File: src/hw/rtl/rfd_pkg.sv
`timescale 1ns / 1ps
package rfd_pkg;

    // Widths fixed by the datagram format
    localparam int LEN_W = 5;
    localparam int POS_W = 4;

    // Byte positions within a datagram
    localparam logic [POS_W-1:0] POS_SEQ_HI = 4'd2;
    localparam logic [POS_W-1:0] POS_SEQ_LO = 4'd3;
    localparam logic [POS_W-1:0] POS_IND    = 4'd12;
    localparam logic [POS_W-1:0] POS_FU     = 4'd13;
    localparam logic [POS_W-1:0] POS_PAY    = 4'd14;

    // NAL unit types
    localparam logic [4:0] TYPE_SPS = 5'd7;
    localparam logic [4:0] TYPE_PPS = 5'd8;
    localparam logic [4:0] TYPE_FUA = 5'd28;

    // FU header bits and indicator mask
    localparam int         FU_START_BIT = 7;
    localparam int         FU_END_BIT   = 6;
    localparam logic [7:0] NRI_MASK     = 8'h60;
    localparam logic [1:0] SC_LAST_IDX  = 2'd3;

    // Output byte sources
    localparam logic [2:0] SRC_IN  = 3'd0;
    localparam logic [2:0] SRC_SC  = 3'd1;
    localparam logic [2:0] SRC_SPS = 3'd2;
    localparam logic [2:0] SRC_PPS = 3'd3;
    localparam logic [2:0] SRC_NAL = 3'd4;

    typedef struct packed {
        logic [7:0] data_byte;
        logic       datagram_last;
    } t_in;

    typedef struct packed {
        logic [7:0]  out_byte;
        logic        frame_end;
        logic        run_last;
        logic [15:0] lost_total;
    } t_out;

    // Controller -> datapath
    typedef struct packed {
        logic             take;
        logic             emit;
        logic [2:0]       src;
        logic [LEN_W-1:0] idx;
        logic             run_last;
    } t_cmd;

    // Datapath -> controller
    typedef struct packed {
        logic             busy;
        logic             pay_run;
        logic             hdr_start;
        logic [LEN_W-1:0] sps_len;
        logic [LEN_W-1:0] pps_len;
    } t_stat;

endpackage

File: src/hw/rtl/rfd_datapath.sv
`timescale 1ns / 1ps
module rfd_datapath #(
    parameter int SEQ_PARAM_MAX = 24,
    parameter int PIC_PARAM_MAX = 24
) (
    input  logic          i_clk,
    input  logic          i_rst_n,
    input  rfd_pkg::t_in  i_in_data,
    input  rfd_pkg::t_cmd i_cmd,
    output rfd_pkg::t_stat o_stat,
    output logic          o_out_valid,
    input  logic          i_out_ready,
    output rfd_pkg::t_out o_out_data
);
    import rfd_pkg::*;

    localparam int SPS_AW = $clog2(SEQ_PARAM_MAX);
    localparam int PPS_AW = $clog2(PIC_PARAM_MAX);

    logic [POS_W-1:0] r_pos;
    logic [7:0]       r_seq_hi;
    logic [15:0]      r_prev;
    logic             r_seen;
    logic [7:0]       r_ind;
    logic             r_end;
    logic [LEN_W-1:0] r_sps_len;
    logic [LEN_W-1:0] r_pps_len;
    logic [15:0]      r_lost;
    logic [7:0]       r_sps [SEQ_PARAM_MAX];
    logic [7:0]       r_pps [PIC_PARAM_MAX];
    logic             r_hold_last;
    logic [7:0]       r_nal;
    logic             r_out_valid;
    t_out             r_out;

    logic [7:0]  b;
    logic        last;
    logic [4:0]  cur_type;
    logic [15:0] seq_now;
    logic [15:0] seq_diff;
    logic [16:0] lost_sum;

    assign b        = i_in_data.data_byte;
    assign last     = i_in_data.datagram_last;
    assign cur_type = r_ind[4:0];
    assign seq_now  = {r_seq_hi, b};
    assign seq_diff = seq_now - r_prev;
    assign lost_sum = {1'b0, r_lost} + {1'b0, seq_diff} - 17'd1;

    // Status for the controller
    always_comb begin
        o_stat.busy      = r_out_valid && !i_out_ready;
        o_stat.pay_run   = (r_pos == POS_PAY) && (cur_type == TYPE_FUA);
        o_stat.hdr_start = (r_pos == POS_FU) && (cur_type == TYPE_FUA) && b[FU_START_BIT];
        o_stat.sps_len   = r_sps_len;
        o_stat.pps_len   = r_pps_len;
    end

    // Header parsing, sequence tracking and lengths
    always_ff @(posedge i_clk) begin
        if (!i_rst_n) begin
            r_pos     <= '0;
            r_seq_hi  <= '0;
            r_prev    <= '0;
            r_seen    <= 1'b0;
            r_ind     <= '0;
            r_end     <= 1'b0;
            r_sps_len <= '0;
            r_pps_len <= '0;
            r_lost    <= '0;
        end else if (i_cmd.take) begin
            if (r_pos == POS_SEQ_HI) begin
                r_seq_hi <= b;
            end else if (r_pos == POS_SEQ_LO) begin
                if (r_seen && (seq_diff > 16'd1)) begin
                    r_lost <= lost_sum[16] ? 16'hFFFF : lost_sum[15:0];
                end
                r_prev <= seq_now;
                r_seen <= 1'b1;
            end else if (r_pos == POS_IND) begin
                r_ind <= b;
            end else if (r_pos == POS_FU) begin
                r_end <= (cur_type == TYPE_FUA) && b[FU_END_BIT];
                if (cur_type == TYPE_SPS) begin
                    r_sps_len <= LEN_W'(2);
                end else if (cur_type == TYPE_PPS) begin
                    r_pps_len <= LEN_W'(2);
                end
            end else if (r_pos == POS_PAY) begin
                if (cur_type == TYPE_SPS && r_sps_len < LEN_W'(SEQ_PARAM_MAX)) begin
                    r_sps_len <= r_sps_len + LEN_W'(1);
                end else if (cur_type == TYPE_PPS && r_pps_len < LEN_W'(PIC_PARAM_MAX)) begin
                    r_pps_len <= r_pps_len + LEN_W'(1);
                end
            end

            if (last) begin
                r_pos <= '0;
            end else if (r_pos < POS_PAY) begin
                r_pos <= r_pos + POS_W'(1);
            end
        end
    end

    // Parameter set stores and header-run holding registers
    always_ff @(posedge i_clk) begin
        if (i_cmd.take) begin
            r_hold_last <= last;
            r_nal       <= (r_ind & NRI_MASK) | {3'b000, b[4:0]};
            if (r_pos == POS_FU) begin
                if (cur_type == TYPE_SPS) begin
                    r_sps[0] <= r_ind;
                    r_sps[1] <= b;
                end else if (cur_type == TYPE_PPS) begin
                    r_pps[0] <= r_ind;
                    r_pps[1] <= b;
                end
            end else if (r_pos == POS_PAY) begin
                if (cur_type == TYPE_SPS && r_sps_len < LEN_W'(SEQ_PARAM_MAX)) begin
                    r_sps[r_sps_len[SPS_AW-1:0]] <= b;
                end else if (cur_type == TYPE_PPS && r_pps_len < LEN_W'(PIC_PARAM_MAX)) begin
                    r_pps[r_pps_len[PPS_AW-1:0]] <= b;
                end
            end
        end
    end

    // Output register valid
    always_ff @(posedge i_clk) begin
        if (!i_rst_n) begin
            r_out_valid <= 1'b0;
        end else if (i_cmd.emit) begin
            r_out_valid <= 1'b1;
        end else if (i_out_ready) begin
            r_out_valid <= 1'b0;
        end
    end

    // Output register payload; store reads land here
    always_ff @(posedge i_clk) begin
        if (i_cmd.emit) begin
            r_out.run_last   <= i_cmd.run_last;
            r_out.lost_total <= r_lost;
            r_out.frame_end  <= 1'b0;
            case (i_cmd.src)
                SRC_IN: begin
                    r_out.out_byte  <= b;
                    r_out.frame_end <= last && r_end;
                end
                SRC_SC: begin
                    r_out.out_byte <= {7'd0, i_cmd.idx[1:0] == SC_LAST_IDX};
                end
                SRC_SPS: begin
                    r_out.out_byte <= r_sps[i_cmd.idx[SPS_AW-1:0]];
                end
                SRC_PPS: begin
                    r_out.out_byte <= r_pps[i_cmd.idx[PPS_AW-1:0]];
                end
                SRC_NAL: begin
                    r_out.out_byte  <= r_nal;
                    r_out.frame_end <= r_hold_last && r_end;
                end
                default: begin
                    r_out.out_byte <= '0;
                end
            endcase
        end
    end

    assign o_out_valid = r_out_valid;
    assign o_out_data  = r_out;

endmodule

File: src/hw/rtl/rfd_ctrl.sv
`timescale 1ns / 1ps
module rfd_ctrl (
    input  logic           i_clk,
    input  logic           i_rst_n,
    input  logic           i_in_valid,
    output logic           o_in_ready,
    input  rfd_pkg::t_stat i_stat,
    output rfd_pkg::t_cmd  o_cmd
);
    import rfd_pkg::*;

    localparam logic [2:0] S_IDLE = 3'd0;
    localparam logic [2:0] S_SC1  = 3'd1;
    localparam logic [2:0] S_SPS  = 3'd2;
    localparam logic [2:0] S_SC2  = 3'd3;
    localparam logic [2:0] S_PPS  = 3'd4;
    localparam logic [2:0] S_SC3  = 3'd5;
    localparam logic [2:0] S_NAL  = 3'd6;

    logic [2:0]       r_state, n_state;
    logic [LEN_W-1:0] r_idx, n_idx;
    logic             take;
    logic             sc_done;

    assign o_in_ready = (r_state == S_IDLE) && !i_stat.busy;
    assign take       = i_in_valid && o_in_ready;
    assign sc_done    = r_idx[1:0] == SC_LAST_IDX;

    // Header-run sequencer: start code, SPS, start code, PPS, start code, NAL header
    always_comb begin
        n_state      = r_state;
        n_idx        = r_idx;
        o_cmd.take   = take;
        o_cmd.emit   = 1'b0;
        o_cmd.src    = SRC_IN;
        o_cmd.idx    = r_idx;
        o_cmd.run_last = 1'b0;
        case (r_state)
            S_IDLE: begin
                if (take && i_stat.pay_run) begin
                    o_cmd.emit     = 1'b1;
                    o_cmd.run_last = 1'b1;
                end
                if (take && i_stat.hdr_start) begin
                    n_state = S_SC1;
                    n_idx   = '0;
                end
            end
            S_SC1, S_SC2, S_SC3: begin
                o_cmd.src = SRC_SC;
                if (!i_stat.busy) begin
                    o_cmd.emit = 1'b1;
                    n_idx      = r_idx + LEN_W'(1);
                    if (sc_done) begin
                        n_idx = '0;
                        if (r_state == S_SC1) begin
                            n_state = (i_stat.sps_len != '0) ? S_SPS : S_SC2;
                        end else if (r_state == S_SC2) begin
                            n_state = (i_stat.pps_len != '0) ? S_PPS : S_SC3;
                        end else begin
                            n_state = S_NAL;
                        end
                    end
                end
            end
            S_SPS: begin
                o_cmd.src = SRC_SPS;
                if (!i_stat.busy) begin
                    o_cmd.emit = 1'b1;
                    n_idx      = r_idx + LEN_W'(1);
                    if ((r_idx + LEN_W'(1)) == i_stat.sps_len) begin
                        n_idx   = '0;
                        n_state = S_SC2;
                    end
                end
            end
            S_PPS: begin
                o_cmd.src = SRC_PPS;
                if (!i_stat.busy) begin
                    o_cmd.emit = 1'b1;
                    n_idx      = r_idx + LEN_W'(1);
                    if ((r_idx + LEN_W'(1)) == i_stat.pps_len) begin
                        n_idx   = '0;
                        n_state = S_SC3;
                    end
                end
            end
            S_NAL: begin
                o_cmd.src = SRC_NAL;
                if (!i_stat.busy) begin
                    o_cmd.emit     = 1'b1;
                    o_cmd.run_last = 1'b1;
                    n_state        = S_IDLE;
                end
            end
            default: begin
                n_state = S_IDLE;
            end
        endcase
    end

    always_ff @(posedge i_clk) begin
        if (!i_rst_n) begin
            r_state <= S_IDLE;
            r_idx   <= '0;
        end else begin
            r_state <= n_state;
            r_idx   <= n_idx;
        end
    end

endmodule

File: src/hw/rtl/rtp_h264_fragment_depacketizer_unit.sv
`timescale 1ns / 1ps
// channel | valid      | ready       | payload
// --------+------------+-------------+--------------------------------------
// input   | i_in_valid | o_in_ready  | i_in_data  (data_byte, datagram_last)
// output  | o_out_valid| i_out_ready | o_out_data (out_byte, frame_end,
//         |            |             |             run_last, lost_total)
//
// An FU-A payload byte appears in the output register the cycle after it is
// taken. A start fragment's FU header byte launches a header run of
// 13 + SPS length + PPS length beats, one per cycle unless the output is
// stalled; input is held off meanwhile.
// A stalled output register holds off both the input and the sequencer.
// Reset is synchronous, active low; the parameter set stores are not cleared.
module rtp_h264_fragment_depacketizer_unit #(
    parameter int SEQ_PARAM_MAX = 24,
    parameter int PIC_PARAM_MAX = 24
) (
    input  logic          i_clk,
    input  logic          i_rst_n,
    input  logic          i_in_valid,
    output logic          o_in_ready,
    input  rfd_pkg::t_in  i_in_data,
    output logic          o_out_valid,
    input  logic          i_out_ready,
    output rfd_pkg::t_out o_out_data
);
    import rfd_pkg::*;

    t_cmd  cmd;
    t_stat stat;

    rfd_ctrl u_ctrl (
        .i_clk      (i_clk),
        .i_rst_n    (i_rst_n),
        .i_in_valid (i_in_valid),
        .o_in_ready (o_in_ready),
        .i_stat     (stat),
        .o_cmd      (cmd)
    );

    rfd_datapath #(
        .SEQ_PARAM_MAX (SEQ_PARAM_MAX),
        .PIC_PARAM_MAX (PIC_PARAM_MAX)
    ) u_datapath (
        .i_clk       (i_clk),
        .i_rst_n     (i_rst_n),
        .i_in_data   (i_in_data),
        .i_cmd       (cmd),
        .o_stat      (stat),
        .o_out_valid (o_out_valid),
        .i_out_ready (i_out_ready),
        .o_out_data  (o_out_data)
    );

endmodule

File: config.mk
export PLATFORM = sky130hd
export DESIGN_NAME = rtp_h264_fragment_depacketizer_unit
export DESIGN_NICKNAME = d
export VERILOG_FILES = /design/src/hw/rtl/rfd_pkg.sv /design/src/hw/rtl/rfd_datapath.sv /design/src/hw/rtl/rfd_ctrl.sv /design/src/hw/rtl/rtp_h264_fragment_depacketizer_unit.sv
export SDC_FILE = /design/constraint.sdc
export NUM_CORES = 1
export LEC_CHECK = 0
export BUFFER_PORTS_ARGS = -buffer_cell sky130_fd_sc_hd__buf_4
export CAP_MARGIN = 30
export CORE_MARGIN = 3
export CORE_UTILIZATION = 63
export DETAILED_ROUTE_END_ITERATION = 12
export HOLD_SLACK_MARGIN = 0.12
export PLACE_DENSITY_LB_ADDON = 0.05
export SETUP_SLACK_MARGIN = 0.05
export SLEW_MARGIN = 20
export SYNTH_ARGS = -nofsm -noshare
export SYNTH_HDL_FRONTEND = slang
export SYNTH_SLANG_ARGS = --single-unit
File: constraint.sdc
create_clock -name i_clk -period 5.9 [get_ports i_clk]
set_input_delay 1.18 -clock i_clk [delete_from_list [all_inputs] [get_ports i_clk]]
set_output_delay 1.18 -clock i_clk [all_outputs]
set_load 0.01 [all_outputs]
==> summary by stage, run 1 <==
Placement
The routability congestion estimate from global placement is roughly 0.88. The port buffer count is 40. The HPWL after detailed placement is between 30000 and 40000 microns.

STA
The worst clock skew is 0.0172 ns. Setup violations remaining at the end of the flow were counted as 0. The number of hold violations in the final report came to 0.

Setup repair after global routing left no endpoint under its margin. For the finished layout, the period the worst path requires is 5.02 ns. The ratio of final minimum period to clock period is 0.851.

For the pin with the worst max-slew slack, the measured transition is 0.953 ns. The final total negative setup slack is 0 ns. The highest attainable clock frequency is 199 MHz. The worst-case headroom to the max-slew limit is 0.362. The number of max-slew violations in the final report came to 0.

Worst setup path
The largest driver fanout on the critical path is 13. The critical path is of the primary input to flop type. The cell family contributing the most delay on the critical path is compound AO/OA/AOI/OAI gates. The worst setup path is captured at a flop. For this design, the slowest cell found on the critical path is fa_1. Data on the critical path is required at its endpoint by 6.36 ns. The critical path goes through buf_4, inv_1, ha_1, fa_1, nor2b_4, o31a_4, nor2_1, o21ai_0, a21oi_1, xor2_1, ha_1, inv_1, ha_1, nand3_1, inv_1, o211ai_1, a31oi_1, nor3_1, a41oi_1, nand2_1, o311a_1. The maximum single-stage delay on the critical path is 0.47 ns. The critical path contains buffers and inverters numbering 4 combined. The element type at the critical path start is a primary input. The data arrival time of the critical path is 5.47 ns.

Outcome
The run finished with clean final reports.

Synth
After synthesis, the cell types taking the most area are edfxtp_1 57%, mux4_2 12%, dfxtp_1 7.2%, ha_1 3.4%, nand2_1 1.9%. The number of nets handed over by synthesis was 1514. The share of synthesized flip-flops with an asynchronous set or reset is 0. After synthesis the netlist holds a flip-flop and latch count of 496.

The number of synthesized flops with an enable pin is 418. The area share of the leading cell type in the synthesized netlist is 0.575. In the synthesized netlist, the number of instances is 1440.

The distinct cell type count after synthesis is 82. During synthesis, Yosys emitted a total of 0 warnings. The sequential share of the synthesized area is 0.646.

A synthesized cell averages 15.2 sq um. The cell type with the highest aggregate area in the netlist is edfxtp_1. The total standard cell area after synthesis is 0.0218 sq mm.

Among all flip-flop cells after synthesis, the most frequent one is edfxtp_1.

Final layout
Compared with the post-synthesis result, the final layout area differs by 11.6%. The proportion of layout cells with a drive suffix above 1 is 0.203. Counting the fill cells in the layout gives ~2200. The number of antenna cells inserted is 0. The final layout net count is roughly 1600.

Global routing
The met3 global-route usage is 0.0564. The overall fraction of global-route tracks in use is 0.278. For this run, global-route usage on met1 was measured as 0.381. The total congestion overflow is 0. The wire length of the first global-routing pass is 76100 microns.

The largest net degree at the start of global routing is 59. The fraction of met2 tracks used by global routing is 0.456. The most utilized layer in the global route result is met2.

The initial antenna violation count was 1. The number of global-route vias before repair came to roughly 13000.

Drt
The routed design has 49700 microns of wire. In the final routed layout, each cell accounts on average for 25.1 microns. The detailed-router iteration count before antenna repair is 5.

The iteration-0 DRC count of the detailed router is 1112. Dividing the detail-routed via count by the number of cells gives 6.35. The detailed-route DRC error count is 0.

Detailed routing inserted a total of 12600 vias. Once detail routing completed, the nets flagged for antenna violations numbered 0.

Clocking
Post-CTS repair changed the size of 0 cells. The clock buffer count from CTS is 49. The TritonCTS clock tree is built. Clock tree synthesis selected as its root buffer the cell clkbuf_16. The number of hold buffers added after CTS was 0. The count of clock tree sinks is roughly 500.

The worst-skew pair later-pin latency is roughly 0.58 ns. Clock-pin slew was measured on the worst setup and hold paths at 0.06 ns. The clock passes through at most 3 buffers. The post-CTS setup repair buffer count is 0. The maximum level of the CTS H-tree is 2.

Floorplan
For this configuration, the core starts out at a cell density of 0.645. The horizontal die dimension is approximately 190 microns. The number of standard-cell rows in the floorplan is 67. The core footprint is about 0.034 sq mm. The area of the die is 0.0369 sq mm. The vertical extent of the die is between 150 and 200 microns. During I/O placement, the number of pins put on the boundary was 41.

Power and ir drop
The standby leakage power is a little over 8 nW. IR analysis of the VDD net gives a maximum drop of 0.269 mV. The total power is 7.43 mW.

The total power divided by cell area is 305 mW/mm^2.

Run
The tool flagged a number of max-cap violations equal to 0.

Min path
The path class of the lowest-slack min-delay path is flop to flop.
## cells in the final DEF, fill, tap and decap left out, drive strengths merged, types with 38 or more instances in the layout
| master | synthesis | layout |
|---|---|---|
| mux4 | 112 | 112 |
| nand2 | 111 | 111 |
| inv | 81 | 82 |
| o21ai | 69 | 69 |
| clkbuf | 39 | 62 |
| a21oi | 58 | 58 |
| nor2 | 107 | 107 |
| edfxtp | 418 | 418 |
| buf | 25 | 64 |
| dfxtp | 78 | 78 |
| ha | 59 | 59 |
| nand3 | 38 | 38 |
## tightest hold or removal path, delay by kind of cell (launching register included)
kind / cells / cell delay (ns)
AO/OA/AOI/OAI: 1 / 0.05
flip-flops: 1 / 0.31
AND/OR/NAND/NOR: 1 / 0.05
## stage by stage
stage                     hold WS, ns   util  std cells  setup WS, ns  area (sq um)
final                           0.456  0.720       1979         0.882         24400
after global placement          0.442  0.667       1884         0.550         22600
after floorplan                 0.408      -       1440          1.07         21800
after CTS                       0.458  0.718       1975         0.904         24300
after detailed placement        0.421  0.667       1884         0.384         22600
after global routing            0.471  0.720       1979         0.533         24400
## final cells by class
type	count	area [sq um]	area share
Clock inverter	29	398	0.0163
Inverter	81	304	0.0125
Sequential cell	496	14100	0.579
Clock buffer	62	1340	0.0548
Multi-Input combinational cell	799	7130	0.293
Tap cell	448	561	0.0230
Timing Repair Buffer	64	526	0.0216
## routing by layer
metal | share of wire | vias up
met5 | 0.00034 | -
met4 | 0.029 | 2
met3 | 0.071 | 94
met2 | 0.50 | 512
met1 | 0.40 | 6333
li1 | - | 5632
## flip-flops by register name, indices dropped and copies added (netlist names), named ones only
signal                  cells
u_datapath.r_end            1
u_datapath.r_seen           1
u_datapath.r_pps          192
u_datapath.r_seq_hi         8
u_datapath.r_pos            4
u_datapath.r_sps          192
u_datapath.r_hold_last      1
u_datapath.r_ind            8
u_ctrl.r_idx                5
u_datapath.r_pps_len        5
u_ctrl.r_state              3
u_datapath.r_nal            7
u_datapath.o_out_data      26
u_datapath.o_out_valid      1
u_datapath.r_prev          16
u_datapath.r_sps_len        5
u_datapath.r_lost          16
## path summary, 6_finish.rpt
kind,startpoint,to,slack [ns],cells past startpoint
hold / removal,u_datapath.r_prev[12],u_datapath.r_prev[12],0.46,2
hold reg to reg,u_datapath.r_prev[12],u_datapath.r_prev[12],0.46,2
setup / recovery,i_in_data[1],u_datapath.r_lost[11],0.88,21
setup reg to reg,u_datapath.r_prev[1],u_datapath.r_lost[11],1.37,17
## synth_stat cells (9+ instances only)
library cell  number
dfxtp_1           78
o22ai_1           10
edfxtp_1         418
a21o_1            11
ha_1              59
nand3_2            9
o21ai_0           53
clkbuf_1          39
buf_2             16
or3_1             14
a32oi_1            9
mux2i_1           27
a21oi_1           57
xor2_1            18
nor2_1           105
xnor2_1           20
nand2_1          110
mux4_2           112
o21ai_1            9
inv_1             79
nand3_1           29
## cells by family (layout without fill, tap and decap cells)
family / count (synthesis) / after routing / synth area share
xor gates and xnor gates: 39 / 39 / 0.0160
muxes: 144 / 144 / 0.130
and+or+nand+nor: 339 / 339 / 0.0760
buffers and inverters: 145 / 236 / 0.0276
AOI/OAI and AO/OA: 216 / 216 / 0.0681
adders and majority gates: 61 / 61 / 0.0356
DFF: 496 / 496 / 0.646
## where the power goes
| part | internal (mW) | switching [mW] | total [mW] |
|---|---|---|---|
| sequential | 3.79 | 0.00206 | 3.79 |
| clock | 2.00 | 1.30 | 3.31 |
| combinational | 0.115 | 0.215 | 0.330 |
| total | 5.91 | 1.52 | 7.43 |
Power figures use the tool's default switching activity.
==> inputs of run 2 (changes only) <==
--- a/config.mk
+++ b/config.mk
@@ -8,7 +8,7 @@
 export BUFFER_PORTS_ARGS = -buffer_cell sky130_fd_sc_hd__buf_4
 export CAP_MARGIN = 30
 export CORE_MARGIN = 3
-export CORE_UTILIZATION = 63
+export CORE_UTILIZATION = 57
 export DETAILED_ROUTE_END_ITERATION = 12
 export HOLD_SLACK_MARGIN = 0.12
 export PLACE_DENSITY_LB_ADDON = 0.05
==> constraint.sdc (replaced) <==
create_clock -name i_clk -period 4.4 [get_ports i_clk]
set_input_delay 0.88 -clock i_clk [delete_from_list [all_inputs] [get_ports i_clk]]
set_output_delay 0.88 -clock i_clk [all_outputs]
set_load 0.01 [all_outputs]
==> run 2 against run 1 <==
Against the previous run: cell area is 3.3% higher; sequential power is 34% higher; flip-flop and latch count stayed put; critical path depth is 2 higher; highest routed layer unchanged; clock skew is 0.0010 ns lower; combinational power is 71% higher; clock power is 31% higher; die area is 10% higher; setup slack worse by 0.63 ns; sequential share of layout area is 1.8 points lower.
==> summary by stage, run 2 (same netlist as run 1, synthesis figures left out) <==
Global routing
The largest net degree at the start of global routing is 55. The overall fraction of global-route tracks in use is 0.256. The initial antenna violation count is 2. The total congestion overflow is 0.

The wire length of the first global-routing pass is 78600 microns. The number of global-route vias before repair is 13000.

STA
The number of hold violations in the final report was 0. The transition time at the pin with the least slew margin is 0.874 ns. Static timing analysis puts the maximum clock frequency at 241 MHz. The ratio of final minimum period to clock period is 0.942. The final worst-path setup slack is 0.256 ns.

Setup violations remaining at the end of the flow were counted as 0. Measured against its own limit, the worst slew margin works out to 0.416. The number of max-slew violations in the final report was 0. Setup repair after global routing left no endpoint under its margin.

The worst clock skew is 0.0162 ns. The final total negative setup slack is 0 ns. The shortest clock period the worst path allows after layout is 4.14 ns. The worst hold slack after final layout is 0.444 ns.

Placement
Port buffering added 40 buffers. The setup slack at placement is -0.393 ns. The routability congestion estimate from global placement is 0.863. Once placement completed, the tool counted placed cells totaling 2047.

The HPWL after detailed placement is about 33000 microns.

Worst setup path
By startpoint and endpoint, the worst setup path is classified as primary input to flop. STA classifies the critical path endpoint as a flop. The worst setup path is launched from a primary input.

Measured in cells, the most critical reg-to-reg path has a length of 20. The data arrival time of the critical path is roughly 4.6 ns. The largest driver fanout on the critical path is 11. The reg-to-reg endpoint is u_datapath.r_lost[4]. The most critical setup path has its startpoint at i_in_data[1]. Setup slack on the worst reg-to-reg path comes out at about 0.4 ns. The startpoint of the worst register-to-register path is u_datapath.r_prev[1]. The endpoint of the most critical setup path is u_datapath.r_lost[4]. The data required time at the worst endpoint is 4.88 ns.

Clocking
TritonCTS built the clock tree. Clock tree synthesis inserted a total of 50 buffers. The clock passes through at most 3 buffers. The count of clock tree sinks is 496.

The clock slew at the register clock pins of the worst setup and hold paths is 0.06 ns. The H-tree generated during clock tree synthesis spans 2 levels. The cts-stage hold buffer count is 0. CTS placed an instance of clkbuf_16 at the clock tree root. The worst-skew pair later-pin latency is 0.60 ns.

Drt
The routed design has 50800 microns of wire. The detailed-router iteration count before antenna repair is 6. The count of antenna-violating nets left after detailed routing is 0. The detailed-route vias per instance is ~6. The detailed-route DRC error count is 0. The wire length per cell is roughly 24 microns. The total number of vias is 12900. The iteration-0 DRC count of the detailed router is 1049.

Final layout
In the final layout, the share of cells above drive strength 1 is 0.252. At the end of the flow, the number of nets in the layout was 1664. The repair_antennas step left the layout with diodes totalling 0. The layout overhead on the synthesized area is 15.3%.

The most common cell after layout, fill and taps aside is edfxtp_1. Once layout is complete, the cells apart from fillers number 2141. In the layout the commonest cells are 418 x edfxtp_1, 159 x buf_4, 112 x mux4_2.

Min path
The path class of the lowest-slack min-delay path is flop to flop. The worst hold path was traced through 0 stages.

Power and ir drop
Power spread over the standard cell area amounts to 396 mW/mm^2. The standby leakage power is approximately 8.6 nW. The total power is between 9 and 10 mW. IR analysis of the VDD net gives a maximum drop of approximately 0.38 mV.

Floorplan
The floorplan step set the die width to 202 microns. In this run the core area contains 71 standard-cell rows. For this configuration, the core starts out at a cell density of 0.578. The vertical extent of the die is a little over 200 microns. The core region is 0.0378 sq mm. 41 I/O pins were placed.

The floorplan step defined a die boundary enclosing 0.0407 sq mm.

Run
The max-capacitance violation count is 0.

Outcome
The run finished with clean final reports.
## run 2: report_power, final
group / leakage (nW) / switching, mW / internal [mW]
Combinational: 3.34 / 0.323 / 0.241
Clock: 0.821 / 1.76 / 2.56
Sequential: 4.47 / 0.00280 / 5.08
## run 2: worst max-delay path, stage by stage
cell      delay (ns)
buf_4           0.13
inv_1           0.14
ha_4            0.18
fa_2            0.24
nor2b_4         0.05
o31a_4          0.30
o21a_1          0.21
or3_1           0.32
and2_1          0.19
inv_1           0.06
ha_1            0.14
inv_1           0.06
ha_4            0.27
nand3_1         0.10
inv_1           0.07
o211ai_1        0.15
a31oi_2         0.29
nor3_1          0.09
a41oi_2         0.20
nand2_2         0.10
buf_4           0.19
o21ai_0         0.16
o21ai_1         0.07
## run 2: worst min path at each step
stage                     startpoint                         to
6_report       u_datapath.r_lost[15]  u_datapath.o_out_data[15]
3_5_place_dp   u_datapath.r_lost[15]  u_datapath.o_out_data[15]
3_3_place_gp   u_datapath.r_lost[15]  u_datapath.o_out_data[15]
5_1_grt        u_datapath.r_lost[15]  u_datapath.o_out_data[15]
4_1_cts        u_datapath.r_lost[15]  u_datapath.o_out_data[15]
2_1_floorplan  u_datapath.r_lost[15]  u_datapath.o_out_data[15]
## run 2: through the flow
stage	util	instance area, sq um
6_report	0.667	25200
5_1_grt	0.667	25200
4_1_cts	0.665	25100
3_5_place_dp	0.621	23400
3_3_place_gp	0.621	23400
2_1_floorplan	-	21900
## run 2: layout make-up
type / count / area (sq um)
repair buffers: 162 / 1250
fillers: 2732 / 12600
flip-flops and latches: 496 / 14100
clock buffers: 61 / 1340
well taps: 511 / 639
multi-input cells: 799 / 7190
clock inverters: 31 / 339
inverters: 81 / 304
## run 2: metal layers
layer	up-vias	global-route usage	wire [microns]
met4	2	0.0685	1250
met1	6485	0.354	21000
met2	447	0.417	24800
met3	93	0.0584	3730
li1	5826	-	-
met5	-	0	13
## run 2: what timing repair did
item / CTS / global route
endpoints found under the setup margin: 0 / 13
buffers inserted: 0 / 1
resized for setup: 0 / 8
endpoints found under the hold margin: 0 / 0
==> inputs of run 3 (changes only) <==
--- a/config.mk
+++ b/config.mk
@@ -8,7 +8,8 @@
 export BUFFER_PORTS_ARGS = -buffer_cell sky130_fd_sc_hd__buf_4
 export CAP_MARGIN = 30
 export CORE_MARGIN = 3
-export CORE_UTILIZATION = 57
+export CORE_UTILIZATION = 59
+export CTS_BUF_LIST = sky130_fd_sc_hd__clkbuf_8
 export DETAILED_ROUTE_END_ITERATION = 12
 export HOLD_SLACK_MARGIN = 0.12
 export PLACE_DENSITY_LB_ADDON = 0.05
==> run 3 against run 2 <==
Against the previous run: sequential power hardly changed; via count up 1.6%; clock power decreased by 10%; setup slack gained 0.11 ns; clock skew increased by 0.0041 ns; flip-flop and latch count is the same; routed wire length is 0.19% higher; utilization rose by 3.1 points; largest cell class unchanged.
==> summary by stage, run 3 (same netlist as run 1, synthesis figures left out) <==
Placement
The routability congestion estimate from global placement is roughly 0.87. The instance area after placement is 0.0235 sq mm. Once placement completed, the tool counted placed cells totaling between 2000 and 2500. After legalization and detailed placement, the total HPWL measured 33700 microns.

Port buffering added 40 buffers.

Min path
The path class of the tightest hold or removal check is flop to flop.

Drt
After detailed routing, the wire length on met1 is 22000 microns. For this run, design rule violations remaining after detail routing come to 0. Wire segments on met3 add up to roughly 3400 microns in the final route. After detailed routing, the average wire length per cell comes to 23.6 microns.

The detailed-route vias per instance is 6.06. In this run the remaining antenna-violating nets after routing total 0. The met2 wire length is 24100 microns. The first TritonRoute pass finished after 5 iterations. The iteration-0 DRC count of the detailed router is about 1000.

The highest layer used for signal routing is met4. Across all layers, the routed design uses 13100 vias. Summed over all layers, the routed wires come to just over 50000 microns.

STA
The worst clock skew is 0.0203 ns. Summed over all failing endpoints, the final setup total negative slack is 0 ns. The number of max-slew violations in the final report is 0.

The highest attainable clock frequency is 248 MHz. The ratio of final minimum period to clock period is 0.917. At the pin with the least slew margin, the transition time is a little over 0.8 ns. The worst hold slack after final layout is roughly 0.43 ns. The number of hold violations in the final report was 0. The worst pin sits at a relative slew slack of 0.451. Setup repair after global routing left no endpoint under its margin. For the finished layout, the period the worst path requires is roughly 4.0 ns. Setup violations remaining at the end of the flow were counted as 0.

Clocking
The post-CTS setup repair buffer count is 0. The clock tree root driver cell is clkbuf_8. The count of clock tree sinks is 496. No sink is reached through more buffers than the 3 on the longest clock path. The maximum level of the CTS H-tree is 3. The cts-stage hold buffer count is 0.

The clock buffer count from CTS is 80. TritonCTS built the clock tree. The worst-skew pair later-pin latency is 0.63 ns. The clock slew at the register clock pins of the worst setup and hold paths is 0.06 ns.

Worst setup path
The capturing element type of the critical path is a flop. On the critical path, the stage with the largest delay is an instance of or3_1. Among the stages of the critical path, the cell type that occurs most often is inv_1. The element type at the critical path start is a primary input. In this design, the stage delay of the slowest critical-path cell is 0.32 ns. Data on the critical path arrives at its endpoint at 4.54 ns. The data required time at the worst endpoint is 4.91 ns. The critical path in this run is classified as primary input to flop. Traced cell by cell, the critical path runs through buf_4, inv_1, ha_2, fa_2, nor2b_4, o31a_4, o21a_1, or3_1, and2_1, inv_1, ha_1, inv_1, ha_4, nand3_1, inv_1, o211ai_1, a31oi_2, nor3_1, a41oi_2, nand2_1, buf_4, o21ai_0, o21ai_1. Of all nets on the critical path, the largest fanout is 11.

Floorplan
The core footprint is 0.0360 sq mm. The number of I/O pins is 41. The floorplan step defined a die boundary enclosing between 0.03 and 0.04 sq mm. The floorplan step set the die width to 198 microns. The initial utilization of the core area, before any placement, comes to 0.607.

The number of standard-cell rows in the floorplan is a little under 70. The vertical extent of the die is 198 microns.

Outcome
The flow ran to the end, and the final reports show no timing, DRC or antenna violations.

Global routing
The wire length of the first global-routing pass is 78100 microns. Global routing finished with a remaining overflow of 0. The number of global-route vias before repair is 13000. For this run, the total global-route usage over all layers was measured as 0.266.

The initial antenna violation count is 0. Entering global routing, the biggest net connects 54 pins.

Final layout
The library cell used most frequently in the layout, excluding fill and tap cells, is edfxtp_1. The area growth from synthesis to layout is 15.0%. The final layout net count is 1707. The proportion of layout cells with a drive suffix above 1 is 0.273. The finished cells cover ~0.025 sq mm. In the layout the commonest cells are 418 x edfxtp_1, 169 x buf_4, 112 x mux4_2. After the flow finishes, the layout carries non-filler instances totaling 2154.

The number of antenna diodes in the final layout is 0.

Power and ir drop
The standby leakage power is 8.74 nW. Of the total power, combinational logic draws 0.060. The sequential cell fraction of total power is 0.534. The internal power component is 7.41 mW.

Of the total power, the share spent switching nets is 0.222. The worst voltage drop across the vdd grid is 0.312 mV. The share of power burned in the clock network is 0.406. Dividing total power by cell area gives a power density of 379 mW/mm^2. The reported net switching power is 2.12 mW. The total power is 9.53 mW.

Run
The max-capacitance violation count is 0.
## run 3: power groups by stage
stage	Combinational [mW]	Sequential [mW]	Clock, mW
finish	0.569	5.09	3.87
global route	0.632	5.09	4.16
CTS	0.561	5.09	3.94
detailed placement	0.557	5.19	0
global placement	0.543	5.19	0
floorplan	0.297	5.19	0
## run 3: final timing paths
kind,startpoint,endpoint,slack [ns],depth (start not counted)
min reg2reg,u_datapath.r_lost[15],u_datapath.o_out_data[15],0.43,0
max,i_in_data[1],u_datapath.r_lost[5],0.37,23
min,u_datapath.r_lost[15],u_datapath.o_out_data[15],0.43,0
max reg2reg,u_datapath.r_prev[1],u_datapath.r_lost[5],0.47,20
## run 3: per-stage QoR
stage / util / worst slack (ns)
5_1_grt: 0.698 / 0.103
6_report: 0.698 / 0.365
3_3_place_gp: 0.652 / -0.189
3_5_place_dp: 0.652 / -0.303
2_1_floorplan: - / 0.0549
4_1_cts: 0.696 / 0.352
## run 3: final cells by class
| cell class | instances | area [sq um] |
|---|---|---|
| sequential | 496 | 14100 |
| fill | 2431 | 10900 |
| multi-input combinational | 799 | 7170 |
| timing repair buffer | 175 | 1380 |
| clock buffer | 84 | 1160 |
| tap | 461 | 577 |
| clock inverter | 58 | 400 |
| inverter | 81 | 304 |
## run 3: metal layers
metal  vias to the layer above  track usage
met4                         0       0.0763
met2                       482        0.423
li1                       5924            -
met5                         -            0
met3                       110       0.0515
met1                      6547        0.382
## run 3: critical path: cells and delay by family
family,cells,cell delay (ns)
and+or+nand+nor,6,0.87
buffers and inverters,6,0.64
adders and majority gates,4,0.78
AOI/OAI and AO/OA,7,1.36
## run 3: what timing repair did
action	in CTS	in global routing
setup endpoints to repair	0	11
resized for setup	0	2
endpoints found under the hold margin	0	0
